<file path="src/hdl/bbd_pkg.sv">
// Shared constants and types of the Bayer bilinear demosaic.
package bbd_pkg;

    localparam int MAX_WIDTH  = 2048;
    localparam int MAX_HEIGHT = 4096;

    localparam int PIX_W     = 8;
    localparam int WID_W     = 12;
    localparam int HGT_W     = 13;
    localparam int CFG_W     = 13;
    localparam int CFG_IDX_W = 1;

    localparam int COL_W  = $clog2(MAX_WIDTH);
    localparam int EW_W   = $clog2(MAX_WIDTH + 1);
    localparam int EH_W   = $clog2(MAX_HEIGHT + 1);
    localparam int IROW_W = $clog2(MAX_HEIGHT + 2);
    localparam int OROW_W = $clog2(MAX_HEIGHT);

    localparam int SUM_W     = PIX_W + 2;
    localparam int CNT_W     = 3;
    localparam int RECIP3_W  = 10;
    localparam int RECIP3_SH = SUM_W + 1;
    localparam logic [RECIP3_W-1:0] RECIP3 = RECIP3_W'(((1 << RECIP3_SH) + 2) / 3);

    localparam int QDEPTH = 4;
    localparam int QPTR_W = $clog2(QDEPTH);
    localparam int QCNT_W = $clog2(QDEPTH + 1);

    localparam logic [CFG_IDX_W-1:0] REG_IMAGE_WIDTH  = 1'b0;
    localparam logic [CFG_IDX_W-1:0] REG_IMAGE_HEIGHT = 1'b1;

    localparam logic ACT_SAMPLE = 1'b0;
    localparam logic ACT_DRAIN  = 1'b1;

    localparam logic [WID_W-1:0] WIDTH_RESET  = WID_W'(640);
    localparam logic [HGT_W-1:0] HEIGHT_RESET = HGT_W'(480);

    // 3x3 window taps, row major, top-left first
    localparam int WIN_TL = 0;
    localparam int WIN_T  = 1;
    localparam int WIN_TR = 2;
    localparam int WIN_L  = 3;
    localparam int WIN_C  = 4;
    localparam int WIN_R  = 5;
    localparam int WIN_BL = 6;
    localparam int WIN_B  = 7;
    localparam int WIN_BR = 8;
    localparam int WIN_N  = 9;

    typedef enum logic [1:0] {
        COL_GREEN,
        COL_RED,
        COL_BLUE
    } t_colour;

    typedef logic [PIX_W-1:0] t_pix;

    // Border and colour info of one output pixel
    typedef struct packed {
        logic    top_ok;
        logic    bot_ok;
        logic    left_ok;
        logic    right_ok;
        t_colour own;
        logic    row_odd;
        logic    last;
    } t_pos;

    // One item handed from the front to the back
    typedef struct packed {
        t_pix [WIN_N-1:0] win;
        t_pos             pos;
    } t_cmd;

    // One finished pixel
    typedef struct packed {
        t_pix red;
        t_pix green;
        t_pix blue;
        logic last;
    } t_rgb;

endpackage

</file>
<file path="src/hdl/bbd_queue.sv">
// Short queue of window items between front and back.
module bbd_queue import bbd_pkg::*; (
    input  logic              i_clk,
    input  logic              i_rst_n,
    input  logic              i_push,
    input  t_cmd              i_cmd,
    input  logic              i_pop,
    output t_cmd              o_cmd,
    output logic              o_empty,
    output logic [QCNT_W-1:0] o_count
);

    t_cmd              r_mem [QDEPTH];
    logic [QPTR_W-1:0] r_wr_ptr, r_rd_ptr;
    logic [QCNT_W-1:0] r_count;
    logic              do_pop;

    assign o_empty = (r_count == '0);
    assign o_count = r_count;
    assign o_cmd   = r_mem[r_rd_ptr];
    assign do_pop  = i_pop && !o_empty;

    // pointers and fill level
    always_ff @(posedge i_clk) begin
        if (!i_rst_n) begin
            r_wr_ptr <= '0;
            r_rd_ptr <= '0;
            r_count  <= '0;
        end else begin
            if (i_push) begin
                r_wr_ptr <= r_wr_ptr + QPTR_W'(1);
            end
            if (do_pop) begin
                r_rd_ptr <= r_rd_ptr + QPTR_W'(1);
            end
            if (i_push && !do_pop) begin
                r_count <= r_count + QCNT_W'(1);
            end else if (!i_push && do_pop) begin
                r_count <= r_count - QCNT_W'(1);
            end
        end
    end

    always_ff @(posedge i_clk) begin
        if (i_push) begin
            r_mem[r_wr_ptr] <= i_cmd;
        end
    end

endmodule

</file>
<file path="config.mk">
export PLATFORM = sky130hd
export DESIGN_NAME = bbd_queue
export DESIGN_NICKNAME = d
export VERILOG_FILES = /design/src/hdl/bbd_pkg.sv /design/src/hdl/bbd_queue.sv
export SDC_FILE = /design/constraint.sdc
export NUM_CORES = 1
export LEC_CHECK = 0
export ABC_AREA = 1
export BUFFER_PORTS_ARGS = -buffer_cell sky130_fd_sc_hd__clkbuf_2
export CORE_UTILIZATION = 45
export CTS_CLUSTER_DIAMETER = 40
export DETAILED_ROUTE_END_ITERATION = 8
export SYNTH_ARGS = -nofsm -noshare
export SYNTH_HDL_FRONTEND = slang
export SYNTH_SLANG_ARGS = --single-unit
</file>
<file path="constraint.sdc">
create_clock -name i_clk -period 3.8 [get_ports i_clk]
set_input_delay 0.38 -clock i_clk [delete_from_list [all_inputs] [get_ports i_clk]]
set_output_delay 0.38 -clock i_clk [all_outputs]
set_load 0.05 [all_outputs]
</file>
## Yosys cells after proc, flatten, opt, wreduce, memory -nomap -nowiden

Memories as Yosys holds them, arrays and structs flattened. A register that Yosys moved wholly into a read port is not among the register bits.
Cells that the tools add are included.

| operators by class | value |
|---|---|
| $add $sub $neg | 4 |
| multiplexer cells | 6 |
| reduce and logical (&&, ||, !) cells | 8 |

Operator list:

| operator | number |
|---|---|
| two-way mux 3 bit | 2 |
| adder 2 x 1 -> 2 bit (second input constant) | 2 |
| two-way mux 2 bit | 2 |
| adder 3 x 1 -> 3 bit (second input constant) | 1 |
| logical AND 1 bit | 3 |
| zero test 1 bit | 3 |
| zero test 3 bit | 1 |
| subtractor 3 x 1 -> 3 bit (second input constant) | 1 |
| two-way mux 1 bit | 2 |
| nonzero test 2 bit | 1 |

| word-level totals | value |
|---|---|
| bits in registers | 7 |
| bits in writable memories | 320 |
| bits of input ports | 84 |
| output and inout bits | 84 |
| logic and storage cells | 22 |
| memories kept | 1 |

Memories:

| name | words | bits a word | rd ports | clocked after Yosys merged registers in | wr ports | line | source |
|---|---|---|---|---|---|---|---|
| r_mem | 4 | 80 | 1 | 1 | 1 | bbd_queue.sv:13 | `t_cmd r_mem [QDEPTH];` |

## Logic depth before layout (Yosys ltp)

| depth | value |
|---|---|
| word-level depth | 6 |
| depth in mapped cells | 12 |
| gate-level depth less buffers | 12 |

## Least setup slack after synthesis

No wires, ideal clock.

| timing path | value |
|---|---|
| path type | flip-flop to flip-flop |
| from | register r_wr_ptr[0] |
| to | memory r_mem[2][0] (netlist name), enable pin |
| library setup time | 0.434 ns |
| arrival time | 2.138 ns |
| required time | 3.366 ns |
| slack | 1.228 ns |
| cell stages (with the launch flop) | 5 |
| path buffers | 0 |
| cells stage by stage | dfxtp_1 -> inv_1 -> ha_1 -> nand2_1 -> inv_1 |

RTL lines:

| item | line | source |
|---|---|---|
| from (decl) | bbd_queue.sv:14 | `logic [QPTR_W-1:0] r_wr_ptr, r_rd_ptr;` |
| from (signal assigned) | bbd_queue.sv:31 | `r_wr_ptr <= r_wr_ptr + QPTR_W'(1);` |
| to (decl) | bbd_queue.sv:13 |  |

No word-level cell before the write port.

==> flow_summary.yaml <==
layout:
  fin_cells: 1382
  nets: 1097
  utilization_pct: 55.0
  drive_gt1_share_pct: 24.3
  area_growth_pct: 20.2
yosys:
  synth_seq_area_share_pct: 79.7
  ys_warn_count: 0
  netlist_instances: 837
  netlist_area_mm2: 0.0123
  synth.distinct_cells: 19
  syn_avg_cell_area_um2: 14.7
  synth_nets: 927
  ys_ff_latch: 329
timing:
  hold_ws_ps: 74.4
  finalHoldViolations: 0
  maxSlewViolCount: 0
  clock-skew-final_ps: 10.1
  rsz0062_at_grt: "no"
  timing.final.crit_share_pct: 72.1
  setup_tns_ps: 0
  worst_slew_pin_slew_ps: 884
  fin_crit_ps: 2740
  slew_headroom_pct: 41.0
  setup_viol: 0
  max_freq_mhz: 365
global_route:
  grt_pass1_vias: 7158
  grt_pass1_wl_um: 39300
  grt_max_degree: 161
  grt_usage_pct: 18.4
  antenna_found_initial: 1
  global_route.overflow_total: 0
clocking:
  ctsHoldBuffers: 0
  h-tree-depth: 2
  post_cts_buffers: 0
  cts.path.max_buffers: 3
  ctsResizeCount: 0
  cts_buffers: 43
  clkSlewWorstSetupHoldPaths_ps: 50
  cts_sinks: 329
  cts_tree: "built"
  clk_latency_ps: 520
  root_buffer: "clkbuf_16"
drt:
  vias: 7311
  drtAntennaViolNets: 0
  wl_um: 25400
  viasPerCell: 5.29
  drc: 0
  drtPass1Iterations: 4
  drt_iter0_markers: 542
  wl_per_cell_um: 18.4
place:
  numPortBuffers: 167
  dp_cells: 1303
  routabilityCongestion: 0.703
  dp_hpwl_um: 13400
pwr:
  leakage_nw: 5.27
  vdd_drop_max_mv: 0.603
  power.density_mw_per_mm2: 744
worst_setup_path:
  cp.arrival_ps: 2360
  timing.rr.start: "r_wr_ptr[0]"
  crit_path_end_kind: "output pin"
  cp_max_fo: 80
  cp-start-kind: "flop"
  crit_required_ps: 3420
  rrSetupSlack_ps: 1880
  r2r-end: "r_mem[0][23]"
  worst-setup-path-type: "reg2out"
  r2r_cells: 5
  endpoint: "o_cmd[18]"
floorplan:
  io_pins: 168
  die_h_um: 167
  rows: 60
  dieWidth_um: 167
  start_util_pct: 45.7
  core_area_mm2: 0.0269
  dieArea_mm2: 0.0280
run_status:
  status: "completed"
run:
  maxCapViolCount: 0
min_path:
  hp-class: "in2reg"
==> critical path, stage by stage, from the launching register on <==
cell and delay, ps:
dfxtp_2 330, buf_4 690, o21ai_0 210, o22ai_1 250, clkbuf_2 320
==> synthesized netlist by cell type <==
library cell / n / area, um2
dfxtp_1: 9 / 180
buf_12: 1 / 20.0
inv_6: 1 / 8.76
o21ai_1: 10 / 50.1
ha_1: 5 / 62.6
nand3_1: 3 / 15.0
edfxtp_1: 320 / 9610
nand2_1: 15 / 56.3
buf_6: 11 / 124
o21ai_0: 153 / 766
buf_2: 1 / 5.00
fa_1: 1 / 20.0
xor2_1: 1 / 8.76
o22ai_1: 80 / 500
inv_1: 16 / 60.1
clkbuf_1: 38 / 143
nor2_1: 166 / 623
a21oi_1: 5 / 25.0
buf_4: 1 / 7.51
==> cells in the final DEF, fill, tap and decap left out, types with 2 or more instances in the layout <==
cell type   instances
a21oi_1             5
buf_12              7
buf_4               3
clkbuf_1            5
clkbuf_16          44
clkbuf_2          167
clkbuf_8            2
clkinv_1            5
clkinv_2           10
clkinv_4            3
clkinvlp_4          5
dfxtp_1             7
edfxtp_1          320
ha_1                5
inv_1              11
inv_4               4
inv_6               3
nand2_1            15
nand3_1             3
nor2_1            166
o21ai_0           153
o21ai_1            10
o22ai_1            80
==> layout make-up <==
cell class | instances | area (um2)
Antenna cell | 1 | 2.50
Fill cell | 2244 | 12100
Timing Repair Buffer | 177 | 998
Multi-Input combinational cell | 439 | 2130
Clock inverter | 27 | 196
Tap cell | 341 | 427
Inverter | 17 | 78.8
Sequential cell | 329 | 9790
Clock buffer | 51 | 1150
==> report_power, final <==
| part | internal (mW) | switching, mW |
|---|---|---|
| Combinational | 0.636 | 2.45 |
| Clock | 2.23 | 1.44 |
| Sequential | 4.17 | 0.0560 |
==> cell families (layout without fill, tap and decap cells) <==
kind of cell             after synthesis  count (layout)  share of synthesized area [%]
AND/OR/NAND/NOR                      184             184                           5.65
buffers and inverters                 69             272                           2.99
adder cells (fa/ha/maj)                6               6                          0.672
flip-flops                           329             329                           79.7
XOR/XNOR                               1               1                         0.0713
AO/OA/AOI/OAI                        248             248                           10.9
other                                  0               1                              0
==> how the worst min path moves through the flow <==
stage | start | cells past startpoint | end
floorplan | r_rd_ptr[1] | 2 | flop
global placement | r_rd_ptr[1] | 2 | flop
detailed placement | r_rd_ptr[1] | 2 | flop
CTS | i_cmd[2] | 1 | r_mem[0][2]
global route | i_cmd[24] | 1 | r_mem[1][24]
finish | i_cmd[20] | 1 | r_mem[1][20]
==> flip-flops by register name, summed over array words and instances (netlist names), named ones only <==
signal and flops:
r_mem 320, o_count 3, r_wr_ptr 2, r_rd_ptr 2
==> metrics by stage <==
step           setup WS (ps)  total power [mW]  area (um2)
3_5_place_dp            1570              7.42       13400
5_1_grt                  878              11.5       14800
4_1_cts                  994              11.1       14800
3_3_place_gp            1590              7.40       13400
2_1_floorplan           1230              6.69       12300
6_report                1060              11.0       14800
==> metal layers <==
metal	up-vias	wire length, um	track usage (%)
met2	204	12000	30.5
met5	-	0	0
met1	3555	11200	24.0
met4	0	567	5.74
li1	3501	-	-
met3	51	1690	4.59
Note: power is estimated with default switching activity, not from simulation.
