`src/hdl/bbd_pkg.sv`:
```
// Shared constants and types of the Bayer bilinear demosaic.
package bbd_pkg;

    localparam int MAX_WIDTH  = 2048;
    localparam int MAX_HEIGHT = 4096;

    localparam int PIX_W     = 8;
    localparam int WID_W     = 12;
    localparam int HGT_W     = 13;
    localparam int CFG_W     = 13;
    localparam int CFG_IDX_W = 1;

    localparam int COL_W  = $clog2(MAX_WIDTH);
    localparam int EW_W   = $clog2(MAX_WIDTH + 1);
    localparam int EH_W   = $clog2(MAX_HEIGHT + 1);
    localparam int IROW_W = $clog2(MAX_HEIGHT + 2);
    localparam int OROW_W = $clog2(MAX_HEIGHT);

    localparam int SUM_W     = PIX_W + 2;
    localparam int CNT_W     = 3;
    localparam int RECIP3_W  = 10;
    localparam int RECIP3_SH = SUM_W + 1;
    localparam logic [RECIP3_W-1:0] RECIP3 = RECIP3_W'(((1 << RECIP3_SH) + 2) / 3);

    localparam int QDEPTH = 4;
    localparam int QPTR_W = $clog2(QDEPTH);
    localparam int QCNT_W = $clog2(QDEPTH + 1);

    localparam logic [CFG_IDX_W-1:0] REG_IMAGE_WIDTH  = 1'b0;
    localparam logic [CFG_IDX_W-1:0] REG_IMAGE_HEIGHT = 1'b1;

    localparam logic ACT_SAMPLE = 1'b0;
    localparam logic ACT_DRAIN  = 1'b1;

    localparam logic [WID_W-1:0] WIDTH_RESET  = WID_W'(640);
    localparam logic [HGT_W-1:0] HEIGHT_RESET = HGT_W'(480);

    // 3x3 window taps, row major, top-left first
    localparam int WIN_TL = 0;
    localparam int WIN_T  = 1;
    localparam int WIN_TR = 2;
    localparam int WIN_L  = 3;
    localparam int WIN_C  = 4;
    localparam int WIN_R  = 5;
    localparam int WIN_BL = 6;
    localparam int WIN_B  = 7;
    localparam int WIN_BR = 8;
    localparam int WIN_N  = 9;

    typedef enum logic [1:0] {
        COL_GREEN,
        COL_RED,
        COL_BLUE
    } t_colour;

    typedef logic [PIX_W-1:0] t_pix;

    // Border and colour info of one output pixel
    typedef struct packed {
        logic    top_ok;
        logic    bot_ok;
        logic    left_ok;
        logic    right_ok;
        t_colour own;
        logic    row_odd;
        logic    last;
    } t_pos;

    // One item handed from the front to the back
    typedef struct packed {
        t_pix [WIN_N-1:0] win;
        t_pos             pos;
    } t_cmd;

    // One finished pixel
    typedef struct packed {
        t_pix red;
        t_pix green;
        t_pix blue;
        logic last;
    } t_rgb;

endpackage

```
`src/hdl/bbd_back.sv`:
```
// Back end: neighbour sums, truncated means and the result queue.
module bbd_back import bbd_pkg::*; (
    input  logic             i_clk,
    input  logic             i_rst_n,
    input  t_cmd             i_q_cmd,
    input  logic             i_q_empty,
    output logic             o_q_pop,
    input  logic             pop,
    output logic             empty,
    output logic [PIX_W-1:0] o_red,
    output logic [PIX_W-1:0] o_green,
    output logic [PIX_W-1:0] o_blue,
    output logic             o_frame_end
);

    localparam int CH_RED   = 0;
    localparam int CH_GREEN = 1;
    localparam int CH_BLUE  = 2;
    localparam int CH_N     = 3;

    logic [SUM_W-1:0] s_v, s_h, s_x, s_d, s_c;
    logic [CNT_W-1:0] c_v, c_h, c_x, c_d;
    logic             tl_ok, tr_ok, bl_ok, br_ok;

    logic [CH_N-1:0][SUM_W-1:0] n_sum, r_s_sum;
    logic [CH_N-1:0][CNT_W-1:0] n_cnt, r_s_cnt;
    logic                       r_s_vld;
    logic                       r_s_last;

    t_rgb              res;
    t_rgb              r_of [QDEPTH];
    logic [QPTR_W-1:0] r_of_wr, r_of_rd;
    logic [QCNT_W-1:0] r_of_count;
    logic              of_pop;

    function automatic t_pix mean(input logic [SUM_W-1:0] sum, input logic [CNT_W-1:0] cnt);
        logic [SUM_W+RECIP3_W-1:0] prod;
        prod = sum * RECIP3;
        case (cnt)
            CNT_W'(1): mean = sum[PIX_W-1:0];
            CNT_W'(2): mean = sum[PIX_W:1];
            CNT_W'(3): mean = prod[RECIP3_SH +: PIX_W];
            CNT_W'(4): mean = sum[PIX_W+1:2];
            default:   mean = '0;
        endcase
    endfunction

    // masked neighbour groups
    always_comb begin
        tl_ok = i_q_cmd.pos.top_ok && i_q_cmd.pos.left_ok;
        tr_ok = i_q_cmd.pos.top_ok && i_q_cmd.pos.right_ok;
        bl_ok = i_q_cmd.pos.bot_ok && i_q_cmd.pos.left_ok;
        br_ok = i_q_cmd.pos.bot_ok && i_q_cmd.pos.right_ok;
        s_v = (i_q_cmd.pos.top_ok ? SUM_W'(i_q_cmd.win[WIN_T]) : '0)
            + (i_q_cmd.pos.bot_ok ? SUM_W'(i_q_cmd.win[WIN_B]) : '0);
        c_v = CNT_W'(i_q_cmd.pos.top_ok) + CNT_W'(i_q_cmd.pos.bot_ok);
        s_h = (i_q_cmd.pos.left_ok  ? SUM_W'(i_q_cmd.win[WIN_L]) : '0)
            + (i_q_cmd.pos.right_ok ? SUM_W'(i_q_cmd.win[WIN_R]) : '0);
        c_h = CNT_W'(i_q_cmd.pos.left_ok) + CNT_W'(i_q_cmd.pos.right_ok);
        s_x = s_v + s_h;
        c_x = c_v + c_h;
        s_d = (tl_ok ? SUM_W'(i_q_cmd.win[WIN_TL]) : '0)
            + (tr_ok ? SUM_W'(i_q_cmd.win[WIN_TR]) : '0)
            + (bl_ok ? SUM_W'(i_q_cmd.win[WIN_BL]) : '0)
            + (br_ok ? SUM_W'(i_q_cmd.win[WIN_BR]) : '0);
        c_d = CNT_W'(tl_ok) + CNT_W'(tr_ok) + CNT_W'(bl_ok) + CNT_W'(br_ok);
        s_c = SUM_W'(i_q_cmd.win[WIN_C]);
    end

    // pick the groups for each channel by the centre colour
    always_comb begin
        n_sum = '0;
        n_cnt = '0;
        case (i_q_cmd.pos.own)
            COL_GREEN: begin
                n_sum[CH_GREEN] = s_c;
                n_cnt[CH_GREEN] = CNT_W'(1);
                if (i_q_cmd.pos.row_odd) begin
                    n_sum[CH_RED]  = s_h;
                    n_cnt[CH_RED]  = c_h;
                    n_sum[CH_BLUE] = s_v;
                    n_cnt[CH_BLUE] = c_v;
                end else begin
                    n_sum[CH_RED]  = s_v;
                    n_cnt[CH_RED]  = c_v;
                    n_sum[CH_BLUE] = s_h;
                    n_cnt[CH_BLUE] = c_h;
                end
            end
            COL_RED: begin
                n_sum[CH_RED]   = s_c;
                n_cnt[CH_RED]   = CNT_W'(1);
                n_sum[CH_GREEN] = s_x;
                n_cnt[CH_GREEN] = c_x;
                n_sum[CH_BLUE]  = s_d;
                n_cnt[CH_BLUE]  = c_d;
            end
            COL_BLUE: begin
                n_sum[CH_BLUE]  = s_c;
                n_cnt[CH_BLUE]  = CNT_W'(1);
                n_sum[CH_GREEN] = s_x;
                n_cnt[CH_GREEN] = c_x;
                n_sum[CH_RED]   = s_d;
                n_cnt[CH_RED]   = c_d;
            end
            default: begin
                n_sum = '0;
                n_cnt = '0;
            end
        endcase
    end

    // take an item only when the result queue has a slot for it
    assign o_q_pop = !i_q_empty
        && (({1'b0, r_of_count} + (QCNT_W+1)'(r_s_vld)) < (QCNT_W+1)'(QDEPTH));

    always_ff @(posedge i_clk) begin
        if (!i_rst_n) begin
            r_s_vld <= 1'b0;
        end else begin
            r_s_vld <= o_q_pop;
        end
    end

    always_ff @(posedge i_clk) begin
        if (o_q_pop) begin
            r_s_sum  <= n_sum;
            r_s_cnt  <= n_cnt;
            r_s_last <= i_q_cmd.pos.last;
        end
    end

    // divide stage
    always_comb begin
        res.red   = mean(r_s_sum[CH_RED],   r_s_cnt[CH_RED]);
        res.green = mean(r_s_sum[CH_GREEN], r_s_cnt[CH_GREEN]);
        res.blue  = mean(r_s_sum[CH_BLUE],  r_s_cnt[CH_BLUE]);
        res.last  = r_s_last;
    end

    // result queue
    assign empty  = (r_of_count == '0);
    assign of_pop = pop && !empty;

    always_ff @(posedge i_clk) begin
        if (!i_rst_n) begin
            r_of_wr    <= '0;
            r_of_rd    <= '0;
            r_of_count <= '0;
        end else begin
            if (r_s_vld) begin
                r_of_wr <= r_of_wr + QPTR_W'(1);
            end
            if (of_pop) begin
                r_of_rd <= r_of_rd + QPTR_W'(1);
            end
            if (r_s_vld && !of_pop) begin
                r_of_count <= r_of_count + QCNT_W'(1);
            end else if (!r_s_vld && of_pop) begin
                r_of_count <= r_of_count - QCNT_W'(1);
            end
        end
    end

    always_ff @(posedge i_clk) begin
        if (r_s_vld) begin
            r_of[r_of_wr] <= res;
        end
    end

    assign o_red       = r_of[r_of_rd].red;
    assign o_green     = r_of[r_of_rd].green;
    assign o_blue      = r_of[r_of_rd].blue;
    assign o_frame_end = r_of[r_of_rd].last;

endmodule

```
`config.mk`:
```
export PLATFORM = sky130hd
export DESIGN_NAME = bbd_back
export DESIGN_NICKNAME = d
export VERILOG_FILES = /design/src/hdl/bbd_pkg.sv /design/src/hdl/bbd_back.sv
export SDC_FILE = /design/constraint.sdc
export NUM_CORES = 1
export LEC_CHECK = 0
export ABC_CLOCK_PERIOD_IN_PS = 6500
export BUFFER_PORTS_ARGS = -buffer_cell sky130_fd_sc_hd__buf_2
export CAP_MARGIN = 0
export CORE_ASPECT_RATIO = 0.9
export CORE_UTILIZATION = 30
export CTS_BUF_LIST = sky130_fd_sc_hd__clkbuf_8
export CTS_CLUSTER_SIZE = 20
export DETAILED_ROUTE_END_ITERATION = 8
export GPL_TIMING_DRIVEN = 0
export PLACE_DENSITY = 0.54
export SLEW_MARGIN = 40
export SYNTH_ARGS = -nofsm -noshare
export SYNTH_HDL_FRONTEND = slang
export SYNTH_SLANG_ARGS = --single-unit
```
`constraint.sdc`:
```
create_clock -name i_clk -period 6.5 [get_ports i_clk]
set_input_delay 0 -clock i_clk [delete_from_list [all_inputs] [get_ports i_clk]]
set_output_delay 0 -clock i_clk [all_outputs]
set_load 0.02 [all_outputs]
```
=== Word-level counts from Yosys, hierarchy flattened ===
Memory sizes are Yosys's and may differ from the RTL's. A register that Yosys moved wholly into a read port is not among the register bits.
Index checks and enable logic that the tools add are counted.
Widths: inputs -> output; s select.

* Register bits: 48
* RAM bits: 100
* Word-level logic and storage cells: 85
* Memories kept: 1

* Add/subtract/negate cells: 17
* Multipliers: 3
* $lt $le $gt $ge: 1
* Eq/ne operators: 14
* Mux-type cells: 23
* Reductions and logical operators: 15

{| class="wikitable"
|+ Memories
! name !! depth !! bits a word !! read ports !! clocked after memory_dff !! write ports !! line !! text
|-
| r_of || 4 || 25 || 1 || 1 || 1 || bbd_back.sv:31 || <nowiki>t_rgb r_of [QDEPTH];</nowiki>
|}

{| class="wikitable"
|+ Operators by type and width
! kind !! number
|-
| $pmux 8 s4 || 3
|-
| $pmux 30 s3 || 1
|-
| $mux 8 || 8
|-
| $mul 10x10->19 const B || 3
|-
| $add 8x8->9 || 3
|-
| $pmux 9 s3 || 1
|-
| $eq 3x2->1 const B || 6
|-
| $mux 9 || 2
|-
| $add 10x8->10 || 1
|-
| $add 9x8->10 || 1
|-
| $add 9x9->10 || 1
|-
| $eq 3x1->1 const B || 3
|-
| $eq 3x3->1 const B || 3
|-
| $logic_and 1x1->1 || 8
|-
| $mux 2 || 4
|-
| $add 1x1->2 || 3
|-
| $mux 3 || 2
|-
| $add 2x1->2 const B || 2
|-
| $add 3x1->4 || 1
|-
| $logic_not 1->1 || 4
|-
| $lt 4x3->1 const B || 1
|-
| $add 2x1->3 || 1
|-
| $add 2x2->3 || 1
|-
| $add 3x1->3 || 1
|-
| 8 further kinds || 9
|}

=== Depth between registers and ports, before layout ===
* Depth in word-level cells: 6
* Depth in mapped cells: 16

=== Worst setup path after synthesis ===
OpenSTA, ideal clock, no wires.

* Path type: register to register
* From: register r_s_sum[7] (netlist name)
* To: memory r_of[0][23] (netlist name) (data pin)
* Setup time: 278 ps
* Arrival time: 4433 ps
* Required time: 6222 ps
* Setup slack: 1789 ps
* Stages on the path, launching flop included: 17
* Path buffers: 0
* Cells stage by stage: edfxtp_1 ha_1 ha_1 inv_1 fa_1 inv_1 fa_1 inv_1 fa_1 inv_1 ha_1 o21a_1 a2111oi_4 o21ai_2 a31o_2 nand4_1 or3b_1

{| class="wikitable"
|+ RTL lines
! item !! line !! text
|-
| start: declaration || bbd_back.sv:25 || <nowiki>logic [CH_N-1:0][SUM_W-1:0] n_sum, r_s_sum;</nowiki>
|-
| start signal: assignment || bbd_back.sv:127 || <nowiki>r_s_sum <= n_sum;</nowiki>
|-
| end: declaration || bbd_back.sv:31 ||
|}

==> results_dict.tcl <==
set metrics [dict create \
    status "finished, final reports clean" \
    place_congestion 0.8810 \
    pre_cts_ws_ps 1228 \
    grt_usage 0.1440 \
    clk_pin_slew_ps 90 \
    drc_errors 0 \
    power_density_nw_per_um2 550.0 \
    drive_above_1_share 0.1343 \
    drt-initial-drc-count 536 \
    num_vias 10090 \
    yosysWarnings 0 \
    initial_core_util 0.3070 \
    maxSlewHeadroom 0.4451 \
    final_cells 2053 \
    area_growth_pct 13.34 \
    crit_path_end_kind "register" \
    cp_common_cell "inv_1" \
    maxCapViolations 0 \
    dp.cells 2013 \
    first_global_vias 10250 \
    ios 111 \
    path_delay_family "adder cells" \
    syn-num-nets 1680 \
    setup_viol 0 \
    period_minus_slack_ps 5422 \
    ant_nets 0 \
    syn_area_um2 14040 \
    placementRows 74 \
    grt_pass1_wl_mm 54.37 \
    cts-htree-levels 4 \
    setup_tns_ps 0 \
    holdCritPathClass "primary input to register" \
    root_buffer "clkbuf_8" \
    max_stage_delay_ps 750 \
    wl_per_cell_um 16.56 \
    final-max-slew-violation-count 0 \
    required_ps 6640 \
    worst-slew-pin-transition_ps 825.3 \
    drt_wl_total_mm 34.01 \
    yosys_register_bits 150 \
    postCtsHoldBufs 8 \
    cp-start-kind "register" \
    crit_chain "ha_1 -> ha_1 -> inv_1 -> fa_1 -> inv_1 -> fa_1 -> inv_1 -> fa_1 -> inv_1 -> ha_1 -> a21oi_1 -> nor2_1 -> nor3_1 -> a21oi_1 -> o31ai_1" \
    cts_sinks 150 \
    p_total_mw 8.752 \
    p_leak_nw 7.150 \
    synth_ff_type "edfxtp_1" \
    max_freq_mhz 184.4 \
    drt_pass1_iterations 7 \
    port-buffer-count 108 \
    fillers 4620 \
    antenna_found_initial 1 \
    period_share 0.8341 \
    post_cts_buffers 0 \
    synth_seq_area_share 0.3137 \
    synth.distinct_cells 63 \
    dieArea_um2 47670 \
    cts_buffers 17 \
    dp_hpwl_mm 27.44 \
    grt_max_degree 26 \
    antenna_cells 0 \
    cts_tree "yes" \
    core_region_area_um2 45740 \
    clk_latency_ps 460 \
    synth_edf_count 140 \
    cp_max_fo 7 \
    crit_type "register to register" \
    slowest_stage "o31ai_1" \
    syn-mean-instance-area_um2 10.86 \
    overflow 0 \
    synthArstFlopShare 0 \
    cp.arrival_ps 5570 \
    dieWidth_um 230.0 \
    path_buf_inv 4 \
    cts_buffer_depth 2 \
    finalNetCount 1819 \
    peakVddDrop_uv 338.3 \
    skew_ps 18.55 \
    hold_viol 0 \
    die_y_um 207.2 \
    cts_resized 0 \
    synth_cells 1293 \
    rsz0062_at_grt "false" \
    viasPerCell 4.914 \
    fin_ws_ps 1078 \
]
## state kept, by name, summed over array words and instances (netlist names), named ones only
name        count
r_of          100
r_s_sum        30
r_s_cnt         9
r_of_count      3
r_of_rd         2
r_of_wr         2
r_s_last        1
r_s_vld         1
## synth_stat cells (3+ instances only)
| master | count | area, um2 |
|---|---|---|
| a2111oi_0 | 5 | 43.79 |
| fa_1 | 85 | 1702 |
| nor3_1 | 16 | 80.08 |
| a21o_1 | 19 | 142.6 |
| nor2b_1 | 16 | 100.1 |
| or3_1 | 5 | 31.28 |
| o31ai_1 | 7 | 52.55 |
| o211ai_1 | 10 | 75.07 |
| mux2i_1 | 23 | 230.2 |
| inv_1 | 170 | 638.1 |
| a211o_1 | 10 | 87.58 |
| edfxtp_1 | 140 | 4204 |
| a32oi_1 | 4 | 35.03 |
| a22oi_1 | 25 | 187.7 |
| nor4_1 | 4 | 25.02 |
| a21oi_1 | 58 | 290.3 |
| or2_2 | 3 | 18.77 |
| and3_1 | 17 | 106.4 |
| o21ai_0 | 49 | 245.2 |
| nand2b_1 | 6 | 37.54 |
| o221ai_1 | 12 | 105.1 |
| xnor2_1 | 31 | 271.5 |
| nand3_1 | 7 | 35.03 |
| nand3b_1 | 4 | 30.03 |
| xor2_1 | 18 | 157.7 |
| dfxtp_1 | 10 | 200.2 |
| a31oi_1 | 6 | 37.54 |
| clkbuf_1 | 28 | 105.1 |
| nand2_1 | 76 | 285.3 |
| mux4_2 | 25 | 563.0 |
| nor2_1 | 53 | 198.9 |
| a211oi_1 | 4 | 30.03 |
| o21a_1 | 19 | 142.6 |
| nand4_1 | 9 | 56.30 |
| ha_1 | 218 | 2728 |
| a311oi_1 | 5 | 43.79 |
| a21boi_0 | 4 | 30.03 |
| and2_1 | 49 | 306.5 |
| buf_1 | 5 | 18.77 |
| nor3b_1 | 3 | 22.52 |
## metrics by stage
| stage | utilization | area, um2 | hold slack (ps) |
|---|---|---|---|
| 6_report | 0.3479 | 15910 | 116.1 |
| 5_1_grt | 0.3479 | 15910 | 122.5 |
| 4_1_cts | 0.3476 | 15900 | 82.17 |
| 3_5_place_dp | 0.3367 | 15400 | 193.3 |
| 3_3_place_gp | 0.3354 | 15340 | 201.6 |
| 2_1_floorplan | - | 14040 | 98.87 |
## area by class of cell
class | count | area [um2] | area share
multi-input cells | 936 | 8895 | 0.5589
inverters | 172 | 645.6 | 0.04057
plain buffers | 35 | 133.9 | 0.008413
flip-flops and latches | 150 | 4404 | 0.2768
clock inverters | 15 | 186.4 | 0.01171
clock buffers | 17 | 234.0 | 0.01470
well taps | 608 | 760.7 | 0.04780
repair buffers | 120 | 654.4 | 0.04112
## routing by layer
| metal | GRT usage | vias to the layer above | part of all wire |
|---|---|---|---|
| met5 | 0 | - | 0.00038 |
| met4 | 0.03243 | 2 | 0.012 |
| met3 | 0.02047 | 22 | 0.045 |
| met2 | 0.2230 | 249 | 0.44 |
| met1 | 0.2115 | 4878 | 0.51 |
| li1 | - | 4937 | - |
## power by group
part	total [mW]	switching, mW	leakage (nW)	internal [mW]
Clock	0.767	0.407	0.219	0.361
Sequential	1.49	0.145	1.40	1.34
Combinational	6.50	3.76	5.53	2.73
## worst min-delay path, delay by kind of cell
kind	cells	cell delay [ps]
buffers and inverters	1	90
AOI/OAI and AO/OA	2	340
## cells by family (layout without fill, tap and decap cells)
kind of cell	after synthesis	count (layout)	synth area share
multiplexers	50	50	0.05810
adder cells (fa/ha/maj)	304	304	0.3162
buffers and inverters	207	359	0.05552
AND/OR/NAND/NOR	271	271	0.09686
AO/OA/AOI/OAI	262	262	0.1291
flip-flops	150	150	0.3137
XOR/XNOR	49	49	0.03056
## layout by cell type (no fill, tap or decap), types with 8 or more instances in the layout
cell,Yosys,layout
and2_1,49,45
xnor2_1,31,31
fa_1,85,85
buf_2,2,110
mux2i_1,23,23
dlygate4sd3_1,0,8
nor3_1,16,16
o211ai_1,10,10
nor2_1,53,53
nand4_1,9,9
nor2b_1,16,16
inv_1,170,171
clkbuf_1,28,28
a21o_1,19,19
a21oi_1,58,58
and3_1,17,17
a211o_1,10,10
edfxtp_1,140,140
clkbuf_8,0,17
nand2_1,76,76
mux4_2,25,25
o221ai_1,12,12
o21a_1,19,19
a22oi_1,25,25
o21ai_0,49,49
ha_1,218,218
dfxtp_1,10,10
xor2_1,18,18
## final timing paths
path	from	cells past startpoint	slack, ps	to
worst max-delay path	r_s_sum[17]	15	1080	r_of[1][11]
worst min-delay path	i_q_cmd[41]	3	120	r_s_sum[1]
worst max register to register	r_s_sum[17]	15	1080	r_of[1][11]
worst min register to register	r_s_last	0	530	r_of[1][0]
Note: power is estimated with default switching activity, not from simulation.
